===== config.mk =====
export PLATFORM = sky130hd
export DESIGN_NAME = arp_cache_responder
export DESIGN_NICKNAME = d
export VERILOG_FILES = /design/src/design/arpc_pkg.sv /design/src/design/arpc_ctrl.sv /design/src/design/arpc_dp.sv /design/src/design/arp_cache_responder.sv
export SDC_FILE = /design/constraint.sdc
export NUM_CORES = 2
export LEC_CHECK = 0
export ABC_AREA = 1
export ABC_CLOCK_PERIOD_IN_PS = 12140
export BUFFER_PORTS_ARGS = -buffer_cell sky130_fd_sc_hd__buf_2
export CAP_MARGIN = 20
export CORE_ASPECT_RATIO = 0.7
export CORE_UTILIZATION = 40
export CTS_CLUSTER_DIAMETER = 200
export DETAILED_ROUTE_END_ITERATION = 8
export SKIP_LAST_GASP = 1
export SLEW_MARGIN = 25
export SYNTH_ARGS = -nofsm -noshare
export SYNTH_HDL_FRONTEND = slang
export SYNTH_SLANG_ARGS = --single-unit

===== constraint.sdc =====
create_clock -name clk -period 12.14 [get_ports clk]
set_input_delay 3.642 -clock clk [delete_from_list [all_inputs] [get_ports clk]]
set_output_delay 3.642 -clock clk [all_outputs]
set_load 0.02 [all_outputs]

===== src/design/arpc_pkg.sv =====
// Shared types and constants of the ARP cache responder.
`default_nettype none
package arpc_pkg;

  localparam int unsigned IpW  = 32;
  localparam int unsigned MacW = 48;

  // item kinds on in_tuser
  localparam logic [1:0] REQ_PACKET = 2'd0;
  localparam logic [1:0] REQ_LOOKUP = 2'd1;
  localparam logic [1:0] REQ_TICK   = 2'd2;

  // result status codes
  localparam logic [2:0] ST_IGNORED = 3'd0;
  localparam logic [2:0] ST_CACHED  = 3'd1;
  localparam logic [2:0] ST_REPLY   = 3'd2;
  localparam logic [2:0] ST_HIT     = 3'd3;
  localparam logic [2:0] ST_EXPIRED = 3'd4;
  localparam logic [2:0] ST_ABSENT  = 3'd5;
  localparam logic [2:0] ST_TICK    = 3'd6;

  localparam logic [1:0] OP_NONE    = 2'd0;
  localparam logic [1:0] OP_REQUEST = 2'd1;
  localparam logic [1:0] OP_REPLY   = 2'd2;

  // configuration register indexes
  localparam logic [1:0] CFG_OWN_IP   = 2'd0;
  localparam logic [1:0] CFG_OWN_MAC  = 2'd1;
  localparam logic [1:0] CFG_LIFETIME = 2'd2;

  localparam logic [15:0] HW_ETHERNET  = 16'h0001;
  localparam logic [15:0] PROTO_IPV4   = 16'h0800;
  localparam logic [7:0]  HW_ADDR_LEN  = 8'd6;
  localparam logic [7:0]  IP_ADDR_LEN  = 8'd4;
  localparam logic [15:0] ARP_OP_REQ   = 16'd1;
  localparam logic [15:0] ARP_OP_REP   = 16'd2;
  localparam logic [31:0] LIFETIME_RST = 32'd6000;
  localparam logic [MacW-1:0] MAC_BCAST = {MacW{1'b1}};

  typedef struct packed {
    logic load;       // latch the accepted item, restart the scan
    logic scan_step;  // read the next cache entry
    logic commit;     // write the result, update the cache
  } arpc_cmd_t;

  typedef struct packed {
    logic need_scan;  // item must walk the cache
    logic scan_last;  // read pointer is at the final entry
    logic out_free;   // output register can take a result
  } arpc_sts_t;

endpackage
`default_nettype wire


===== src/design/arpc_ctrl.sv =====
// Controller state machine of the ARP cache responder.
`default_nettype none
module arpc_ctrl (
  input  wire logic               clk,
  input  wire logic               rst_n,
  input  wire logic               in_fire,
  input  wire arpc_pkg::arpc_sts_t sts,
  output logic                    idle,
  output arpc_pkg::arpc_cmd_t     cmd
);
  import arpc_pkg::*;

  typedef enum logic [3:0] {
    S_IDLE   = 4'b0001,
    S_SCAN   = 4'b0010,
    S_EVAL   = 4'b0100,
    S_COMMIT = 4'b1000
  } state_t;

  state_t state_r, state_nxt;

  always_comb begin
    state_nxt     = state_r;
    cmd           = '0;
    cmd.load      = in_fire;
    unique case (state_r)
      S_IDLE: begin
        if (in_fire) state_nxt = S_SCAN;
      end
      S_SCAN: begin
        if (!sts.need_scan) begin
          state_nxt = S_COMMIT;
        end else begin
          cmd.scan_step = 1'b1;
          if (sts.scan_last) state_nxt = S_EVAL;
        end
      end
      S_EVAL: state_nxt = S_COMMIT;
      S_COMMIT: begin
        if (sts.out_free) begin
          cmd.commit = 1'b1;
          state_nxt  = S_IDLE;
        end
      end
      default: state_nxt = S_IDLE;
    endcase
  end

  assign idle = (state_r == S_IDLE);

  always_ff @(posedge clk) begin
    if (!rst_n) state_r <= S_IDLE;
    else        state_r <= state_nxt;
  end

  a_commit_free: assert property (@(posedge clk) disable iff (!rst_n)
    cmd.commit |-> sts.out_free) else $error("commit with output busy");
  a_step_needed: assert property (@(posedge clk) disable iff (!rst_n)
    cmd.scan_step |-> sts.need_scan) else $error("scan without need");
  a_commit_idle: assert property (@(posedge clk) disable iff (!rst_n)
    cmd.commit |=> idle) else $error("no return to idle after commit");

endmodule
`default_nettype wire


===== src/design/arpc_dp.sv =====
// Datapath of the ARP cache responder: config, cache memory, scan and result.
`default_nettype none
module arpc_dp #(
  parameter int unsigned ENTRIES = 16
) (
  input  wire logic                clk,
  input  wire logic                rst_n,
  input  wire arpc_pkg::arpc_cmd_t cmd,
  output arpc_pkg::arpc_sts_t      sts,
  input  wire logic [1:0]          in_tuser,
  input  wire logic [207:0]        in_tdata,
  input  wire logic                cfg_valid,
  input  wire logic [1:0]          cfg_addr,
  input  wire logic [47:0]         cfg_data,
  output logic                     out_tvalid,
  input  wire logic                out_tready,
  output logic [5:0]               out_tuser,
  output logic [175:0]             out_tdata
);
  import arpc_pkg::*;

  localparam int unsigned IdxW = (ENTRIES > 1) ? $clog2(ENTRIES) : 1;
  localparam int unsigned WordW = IpW + MacW + 32;
  localparam logic [IdxW-1:0] LastIdx = IdxW'(ENTRIES - 1);

  logic [31:0] own_ip_r, lifetime_r, tick_r;
  logic [47:0] own_mac_r;

  always_ff @(posedge clk) begin
    if (!rst_n) begin
      own_ip_r   <= '0;
      own_mac_r  <= '0;
      lifetime_r <= LIFETIME_RST;
    end else if (cfg_valid) begin
      if (cfg_addr == CFG_OWN_IP)   own_ip_r   <= cfg_data[31:0];
      if (cfg_addr == CFG_OWN_MAC)  own_mac_r  <= cfg_data;
      if (cfg_addr == CFG_LIFETIME) lifetime_r <= cfg_data[31:0];
    end
  end

  // latched item
  logic [1:0]  kind_r;
  logic        ok_r, opreq_r, need_r;
  logic [47:0] smac_r;
  logic [31:0] sip_r, tip_r, key_r;

  wire logic [15:0] f_hw = in_tdata[15:0];
  wire logic [15:0] f_pt = in_tdata[31:16];
  wire logic [7:0]  f_hl = in_tdata[39:32];
  wire logic [7:0]  f_pl = in_tdata[47:40];
  wire logic [15:0] f_op = in_tdata[63:48];
  wire logic pkt_ok = (f_hw == HW_ETHERNET) && (f_pt == PROTO_IPV4) &&
                      (f_hl == HW_ADDR_LEN) && (f_pl == IP_ADDR_LEN) &&
                      ((f_op == ARP_OP_REQ) || (f_op == ARP_OP_REP));

  // cache storage
  logic [WordW-1:0] mem [ENTRIES];
  logic [ENTRIES-1:0] valid_r;
  logic [WordW-1:0] rd_word_r;
  logic [IdxW-1:0]  rd_ptr_r, rd_idx_r, wr_slot;
  logic             rd_vld_r, wr_en;

  // scan results
  logic            hit_r, free_r;
  logic [IdxW-1:0] hit_idx_r, free_idx_r, old_idx_r;
  logic [47:0]     hit_mac_r;
  logic [31:0]     hit_stamp_r, best_r;

  wire logic [31:0] rd_ip    = rd_word_r[31:0];
  wire logic [47:0] rd_mac   = rd_word_r[79:32];
  wire logic [31:0] rd_stamp = rd_word_r[111:80];
  wire logic [31:0] rd_age   = tick_r - rd_stamp;
  wire logic        rd_v     = valid_r[rd_idx_r];

  always_ff @(posedge clk) begin
    if (cmd.load) begin
      kind_r  <= in_tuser;
      ok_r    <= pkt_ok;
      opreq_r <= (f_op == ARP_OP_REQ);
      need_r  <= ((in_tuser == REQ_PACKET) && pkt_ok) || (in_tuser == REQ_LOOKUP);
      smac_r  <= in_tdata[111:64];
      sip_r   <= in_tdata[143:112];
      tip_r   <= in_tdata[175:144];
      key_r   <= (in_tuser == REQ_LOOKUP) ? in_tdata[207:176] : in_tdata[143:112];
      rd_ptr_r <= '0;
      hit_r    <= 1'b0;
      free_r   <= 1'b0;
    end else begin
      if (cmd.scan_step) begin
        rd_word_r <= mem[rd_ptr_r];
        rd_idx_r  <= rd_ptr_r;
        if (rd_ptr_r != LastIdx) rd_ptr_r <= rd_ptr_r + 1'b1;
      end
      if (rd_vld_r) begin
        if (rd_v && (rd_ip == key_r) && !hit_r) begin
          hit_r       <= 1'b1;
          hit_idx_r   <= rd_idx_r;
          hit_mac_r   <= rd_mac;
          hit_stamp_r <= rd_stamp;
        end
        if (!rd_v && !free_r) begin
          free_r     <= 1'b1;
          free_idx_r <= rd_idx_r;
        end
        if ((rd_idx_r == '0) || (rd_age > best_r)) begin
          best_r    <= rd_age;
          old_idx_r <= rd_idx_r;
        end
      end
    end
  end

  always_ff @(posedge clk) begin
    if (!rst_n) rd_vld_r <= 1'b0;
    else        rd_vld_r <= cmd.scan_step;
  end

  // result and cache update
  logic [2:0]  st;
  logic        snd;
  logic [1:0]  op;
  logic [47:0] dst, tmac, res;
  logic [31:0] tip;
  logic        clr_en;
  wire logic   fresh = ((tick_r - hit_stamp_r) < lifetime_r);

  always_comb begin
    st = ST_IGNORED; snd = 1'b0; op = OP_NONE; dst = '0; tmac = '0; tip = '0;
    res = MAC_BCAST; wr_en = 1'b0; clr_en = 1'b0;
    wr_slot = hit_r ? hit_idx_r : (free_r ? free_idx_r : old_idx_r);
    unique case (kind_r)
      REQ_PACKET: begin
        if (ok_r) begin
          wr_en = 1'b1;
          st    = ST_CACHED;
          if (opreq_r && (tip_r == own_ip_r)) begin
            st = ST_REPLY; snd = 1'b1; op = OP_REPLY;
            dst = smac_r; tmac = smac_r; tip = sip_r;
          end
        end
      end
      REQ_LOOKUP: begin
        if (hit_r && fresh) begin
          st  = ST_HIT;
          res = hit_mac_r;
        end else begin
          clr_en = hit_r;
          st  = hit_r ? ST_EXPIRED : ST_ABSENT;
          snd = 1'b1; op = OP_REQUEST; dst = MAC_BCAST; tip = key_r;
        end
      end
      REQ_TICK: st = ST_TICK;
      default:  st = ST_IGNORED;
    endcase
  end

  always_ff @(posedge clk) begin
    if (cmd.commit && wr_en) mem[wr_slot] <= {tick_r, smac_r, sip_r};
  end

  logic out_valid_r;
  logic [5:0]   out_user_r;
  logic [175:0] out_data_r;

  always_ff @(posedge clk) begin
    if (!rst_n) begin
      valid_r     <= '0;
      tick_r      <= '0;
      out_valid_r <= 1'b0;
    end else begin
      if (cmd.commit) begin
        if (wr_en)  valid_r[wr_slot]   <= 1'b1;
        if (clr_en) valid_r[hit_idx_r] <= 1'b0;
        if (kind_r == REQ_TICK) tick_r <= tick_r + 32'd1;
        out_valid_r <= 1'b1;
      end else if (out_tready) begin
        out_valid_r <= 1'b0;
      end
    end
  end

  always_ff @(posedge clk) begin
    if (cmd.commit) begin
      out_user_r <= {op, snd, st};
      out_data_r <= {res, tip, tmac, dst};
    end
  end

  assign out_tvalid    = out_valid_r;
  assign out_tuser     = out_user_r;
  assign out_tdata     = out_data_r;
  assign sts.need_scan = need_r;
  assign sts.scan_last = (rd_ptr_r == LastIdx);
  assign sts.out_free  = !out_valid_r || out_tready;

  a_one_update: assert property (@(posedge clk) disable iff (!rst_n)
    cmd.commit |-> !(wr_en && clr_en)) else $error("set and clear in one commit");
  a_out_hold: assert property (@(posedge clk) disable iff (!rst_n)
    (out_valid_r && !out_tready && !cmd.commit) |=> out_valid_r)
    else $error("result dropped");
  a_tick_only: assert property (@(posedge clk) disable iff (!rst_n)
    !cmd.commit |=> $stable(tick_r)) else $error("time moved without tick");

endmodule
`default_nettype wire


===== src/design/arp_cache_responder.sv =====
// Top level of the ARP cache responder: controller plus datapath.
`default_nettype none
// Usage: items enter on the in_ stream. in_tuser gives the kind (packet,
// lookup or tick) and in_tdata the ARP fields. Each item yields exactly one
// result on the out_ stream: out_tuser holds status, send flag and frame
// opcode, out_tdata the frame addresses and the resolved MAC.
// Configuration (own IP, own MAC, entry lifetime) is written on the cfg_
// channel by register index; cfg_ready is always high.
// A packet that passes the format checks, or a lookup, walks all ENTRIES
// cache slots through the one read port of the cache memory, one slot per
// cycle, then passes an evaluation state before its result is committed; a
// tick or a rejected item skips the walk and goes to commit. The next item
// is taken once the controller is back in idle after the commit.
// One item is in work at a time.
// A finished result sits in the output register; the next item is accepted
// while it waits, and the datapath holds its next result until out_tready
// frees that register, so a stalled receiver stops the block at commit.
// Reset (rst_n low, synchronous) empties the cache, zeroes the time base,
// restores the register defaults and drops any pending result.
module arp_cache_responder #(
  parameter int unsigned ENTRIES = 16
) (
  input  wire logic         clk,
  input  wire logic         rst_n,
  input  wire logic         in_tvalid,
  output logic              in_tready,
  input  wire logic [1:0]   in_tuser,   // req_type
  // hw_type, proto_type, hw_len, proto_len, opcode, sender_mac, sender_ip,
  // target_ip, lookup_ip
  input  wire logic [207:0] in_tdata,
  output logic              out_tvalid,
  input  wire logic         out_tready,
  output logic [5:0]        out_tuser,  // status, send_frame, frame_op
  // eth_dst_mac, arp_target_mac, arp_target_ip, resolved_mac
  output logic [175:0]      out_tdata,
  input  wire logic         cfg_valid,
  output logic              cfg_ready,
  input  wire logic [1:0]   cfg_addr,
  input  wire logic [47:0]  cfg_data
);
  import arpc_pkg::*;

  arpc_cmd_t cmd;
  arpc_sts_t sts;
  logic      idle;
  wire logic in_fire = in_tvalid && in_tready;

  // accept whenever the controller is free; result register decouples
  assign in_tready = idle;
  assign cfg_ready = 1'b1;

  arpc_ctrl u_ctrl (
    .clk     (clk),
    .rst_n   (rst_n),
    .in_fire (in_fire),
    .sts     (sts),
    .idle    (idle),
    .cmd     (cmd)
  );

  arpc_dp #(.ENTRIES(ENTRIES)) u_dp (
    .clk        (clk),
    .rst_n      (rst_n),
    .cmd        (cmd),
    .sts        (sts),
    .in_tuser   (in_tuser),
    .in_tdata   (in_tdata),
    .cfg_valid  (cfg_valid && cfg_ready),
    .cfg_addr   (cfg_addr),
    .cfg_data   (cfg_data),
    .out_tvalid (out_tvalid),
    .out_tready (out_tready),
    .out_tuser  (out_tuser),
    .out_tdata  (out_tdata)
  );

endmodule
`default_nettype wire


==> flow_summary.ini <==
[floorplan]
coreArea_mm2 = 0.249
die_area_mm2 = 0.253
num_rows = 153
io_pins = 450
initial_core_util = 0.403
fp.dieH_um = 421
die_x_um = 600

[drt]
ant_nets = 0
firstDrtPassIters = 8
post_drt_wl_per_cell_um = 24.0
drtIter0Drc = 7453
via_count = 65003
viasPerCell = 5.54
totalWireLength_mm = 282
drc = 26

[timing]
final_hold_viol_count = 0
finalMaxSlewViolations = 0
setup_viol = 0
final.period_utilization = 0.537
finClkSkew_ns = 0.111
fmax_mhz = 153
layout_min_cycle_time_ns = 6.52
rsz0062_at_grt = no
worstMarginPinSlew_ns = 1.21
slew-limit-headroom = 0.196
final.setup.worst_slack_ns = 5.62

[grt]
grtUsageTotal = 0.218
grt-ovfl-total = 0
grt_max_degree = 261
grt_pass1_vias = 61945
antenna_found_initial = 15
grt_pass1_wl_mm = 411

[placement]
dp_slack_ns = 4.69
placed_cell_area_mm2 = 0.106
portBuffers = 432
globalplace.congestion = 0.880
dpl.hpwl_mm = 154

[critical_path]
cp.arrival_ns = 7.09
critPathKind = reg -> reg
r2r-start = u_dp.tick_r[0]
r2r_end = u_dp.out_tdata[35]
required_ns = 12.71
r2r_slack_ns = 5.62
path_max_fanout = 51
end_kind = flip-flop
start_kind = flip-flop
rr_worst_depth = 22

[finish]
area_growth_pct = 13.7
drive_above_1_share = 0.124
nets = 8596
fin_area_mm2 = 0.114

[cts]
cts_buffers = 237
htreeDepth = 4
cts_sinks = 2487
cts_tree = built
clock_path_buffers = 4
hold_buffers = 0
insertion_delay_ns = 0.93
post_cts_buffers = 0
cts_resized = 0
root_buffer = clkbuf_16
clk_pin_slew_ns = 0.07

[yosys]
seq_area_frac_synth = 0.733
ys_types = 57
syn_inst = 7865
async_flop_share = 0
synth.most_common_cell = edfxtp_1
synth_edf_count = 2363
netlist.area_leader.share = 0.708
synth.area.top_cells = edfxtp_1 (71%), o21ai_0 (5.2%), nor2_1 (4.6%)
synthesis.nets = 8259
synth_common_cells = edfxtp_1 (2,363), nor2_1 (1,219), o21ai_0 (1,041), nand2_1 (684), inv_1 (400)
ys_ff_latch = 2487
postSynthAreaPerCell_um2 = 12.7
ys_warn_count = 0
synth_flop_cell = edfxtp_1
syn_area_mm2 = 0.100
yosysTopAreaCell = edfxtp_1

[pwr]
cellPowerDensity_mw_per_mm2 = 158
power.static_leakage_nw = 39.4
vdd.ir_drop.worst_uv = 137

[status]
violations = DRC
outcome = complete, but fails checks

[hold_path]
min_path_type = reg -> reg
hold_depth = 0
timing.hold.worst.start = u_dp.rd_word_r[32]
hold_end = u_dp.hit_mac_r[0]

[job]
cap_violations = 0
==> final cells by class <==
type,count,area (um2)
fillers,21936,135000
flip-flops and latches,2487,73500
multi-input cells,4523,23600
clock buffers,282,6190
well taps,3332,4170
repair buffers,540,3190
clock inverters,148,1700
inverters,413,1610
diodes,5,12.5
==> worst max path at each step <==
stage | from | endpoint | slack (ns) | cells after the start
5_1_grt | u_dp.tick_r[0] | u_dp.out_tdata[35] | 5.09 | 22
3_5_place_dp | out_tready | u_dp.mem[10][17] | 4.69 | 9
2_1_floorplan | out_tready | u_dp.mem[5][0] | -0.14 | 8
4_1_cts | u_dp.tick_r[0] | u_dp.out_tdata[35] | 5.63 | 22
3_3_place_gp | out_tready | u_dp.mem[10][14] | 4.71 | 9
6_report | u_dp.tick_r[0] | u_dp.out_tdata[35] | 5.62 | 22
==> critical path: stages, from the launching register on <==
cell	delay, ns
dfxtp_1	0.87
inv_1	0.34
ha_1	0.28
inv_1	0.09
fa_1	0.21
nand3_1	0.08
nand2_1	0.13
a21oi_1	0.14
o21ai_0	0.55
nand3_1	0.14
nand2_1	0.12
xor2_1	0.17
ha_1	0.25
nand2_1	0.08
o21ai_0	0.10
a21o_1	0.17
nor2_1	0.11
nand2_1	0.47
inv_2	0.26
nand2_2	0.60
nand2_2	0.21
buf_4	0.56
nand2_1	0.14
==> power by group <==
group / switching [mW] / internal (mW) / leakage [nW]
Clock: 3.22 / 4.38 / 3.84
Sequential: 0.158 / 9.47 / 22.4
Combinational: 0.548 / 0.232 / 13.1
==> registers in the layout, summed over array words and instances (netlist names), 6 cells and up <==
name and flops:
u_dp.mem 1792, u_dp.out_tdata 176, u_dp.rd_word_r 112, u_dp.hit_mac_r 48
u_dp.smac_r 48, u_dp.best_r 32, u_dp.hit_stamp_r 32, u_dp.key_r 32
u_dp.lifetime_r 32, u_dp.own_ip_r 32, u_dp.sip_r 32, u_dp.tick_r 32
u_dp.tip_r 32, u_dp.valid_r 16, u_dp.out_tuser 6
==> layer usage <==
| layer | up-vias | share of wire | track usage |
|---|---|---|---|
| met3 | 346 | 0.071 | 0.0304 |
| met2 | 2406 | 0.46 | 0.347 |
| met5 | - | 0.00019 | 0 |
| met1 | 32718 | 0.45 | 0.318 |
| li1 | 29525 | - | - |
| met4 | 8 | 0.020 | 0.0473 |
==> logic make-up (layout without fill, tap and decap cells) <==
kind of cell,Yosys count,count (layout),share of synthesized area
fa+ha+maj,129,129,0.0163
xor+xnor,81,81,0.00708
compound gates,1797,1797,0.103
other cells,1,6,0.0000374
mux,32,32,0.00360
simple gates,2483,2483,0.104
buf+inv,855,1383,0.0330
flops,2487,2487,0.733
==> cells in the final DEF, fill, tap and decap left out, types with 12 or more instances in the layout <==
| master | Yosys | routed |
|---|---|---|
| clkbuf_1 | 347 | 39 |
| a21oi_1 | 182 | 181 |
| inv_1 | 400 | 394 |
| clkinvlp_4 | 0 | 14 |
| nor3_1 | 35 | 35 |
| xnor2_1 | 31 | 31 |
| nor4_1 | 24 | 24 |
| ha_1 | 127 | 127 |
| buf_2 | 61 | 432 |
| clkbuf_16 | 0 | 240 |
| buf_4 | 3 | 91 |
| clkinv_1 | 3 | 41 |
| xor2_1 | 50 | 50 |
| o221ai_1 | 186 | 186 |
| o211ai_1 | 58 | 58 |
| nor2_4 | 4 | 22 |
| o21a_1 | 12 | 12 |
| edfxtp_1 | 2363 | 2363 |
| o21ai_0 | 1041 | 1041 |
| o22ai_1 | 276 | 276 |
| mux2_2 | 32 | 32 |
| clkinv_2 | 0 | 43 |
| or2_2 | 51 | 51 |
| nand2_1 | 684 | 681 |
| bufinv_16 | 0 | 35 |
| nand3_1 | 288 | 288 |
| nor2_1 | 1219 | 1203 |
| dfxtp_1 | 124 | 120 |
| nand4_1 | 135 | 135 |
==> stage by stage <==
step / setup TNS [ns] / hold WS (ns) / utilization / power, mW / std cells
floorplan: -30.71 / 0.400 / - / 10.3 / 7865
global placement: 0 / 0.404 / 0.426 / 10.6 / 11291
detailed placement: 0 / 0.405 / 0.426 / 10.6 / 11292
CTS: 0 / 0.418 / 0.458 / 18.2 / 11722
global route: 0 / 0.424 / 0.458 / 18.6 / 11728
finish: 0 / 0.418 / 0.458 / 18.0 / 11730
Power figures use the tool's default switching activity.
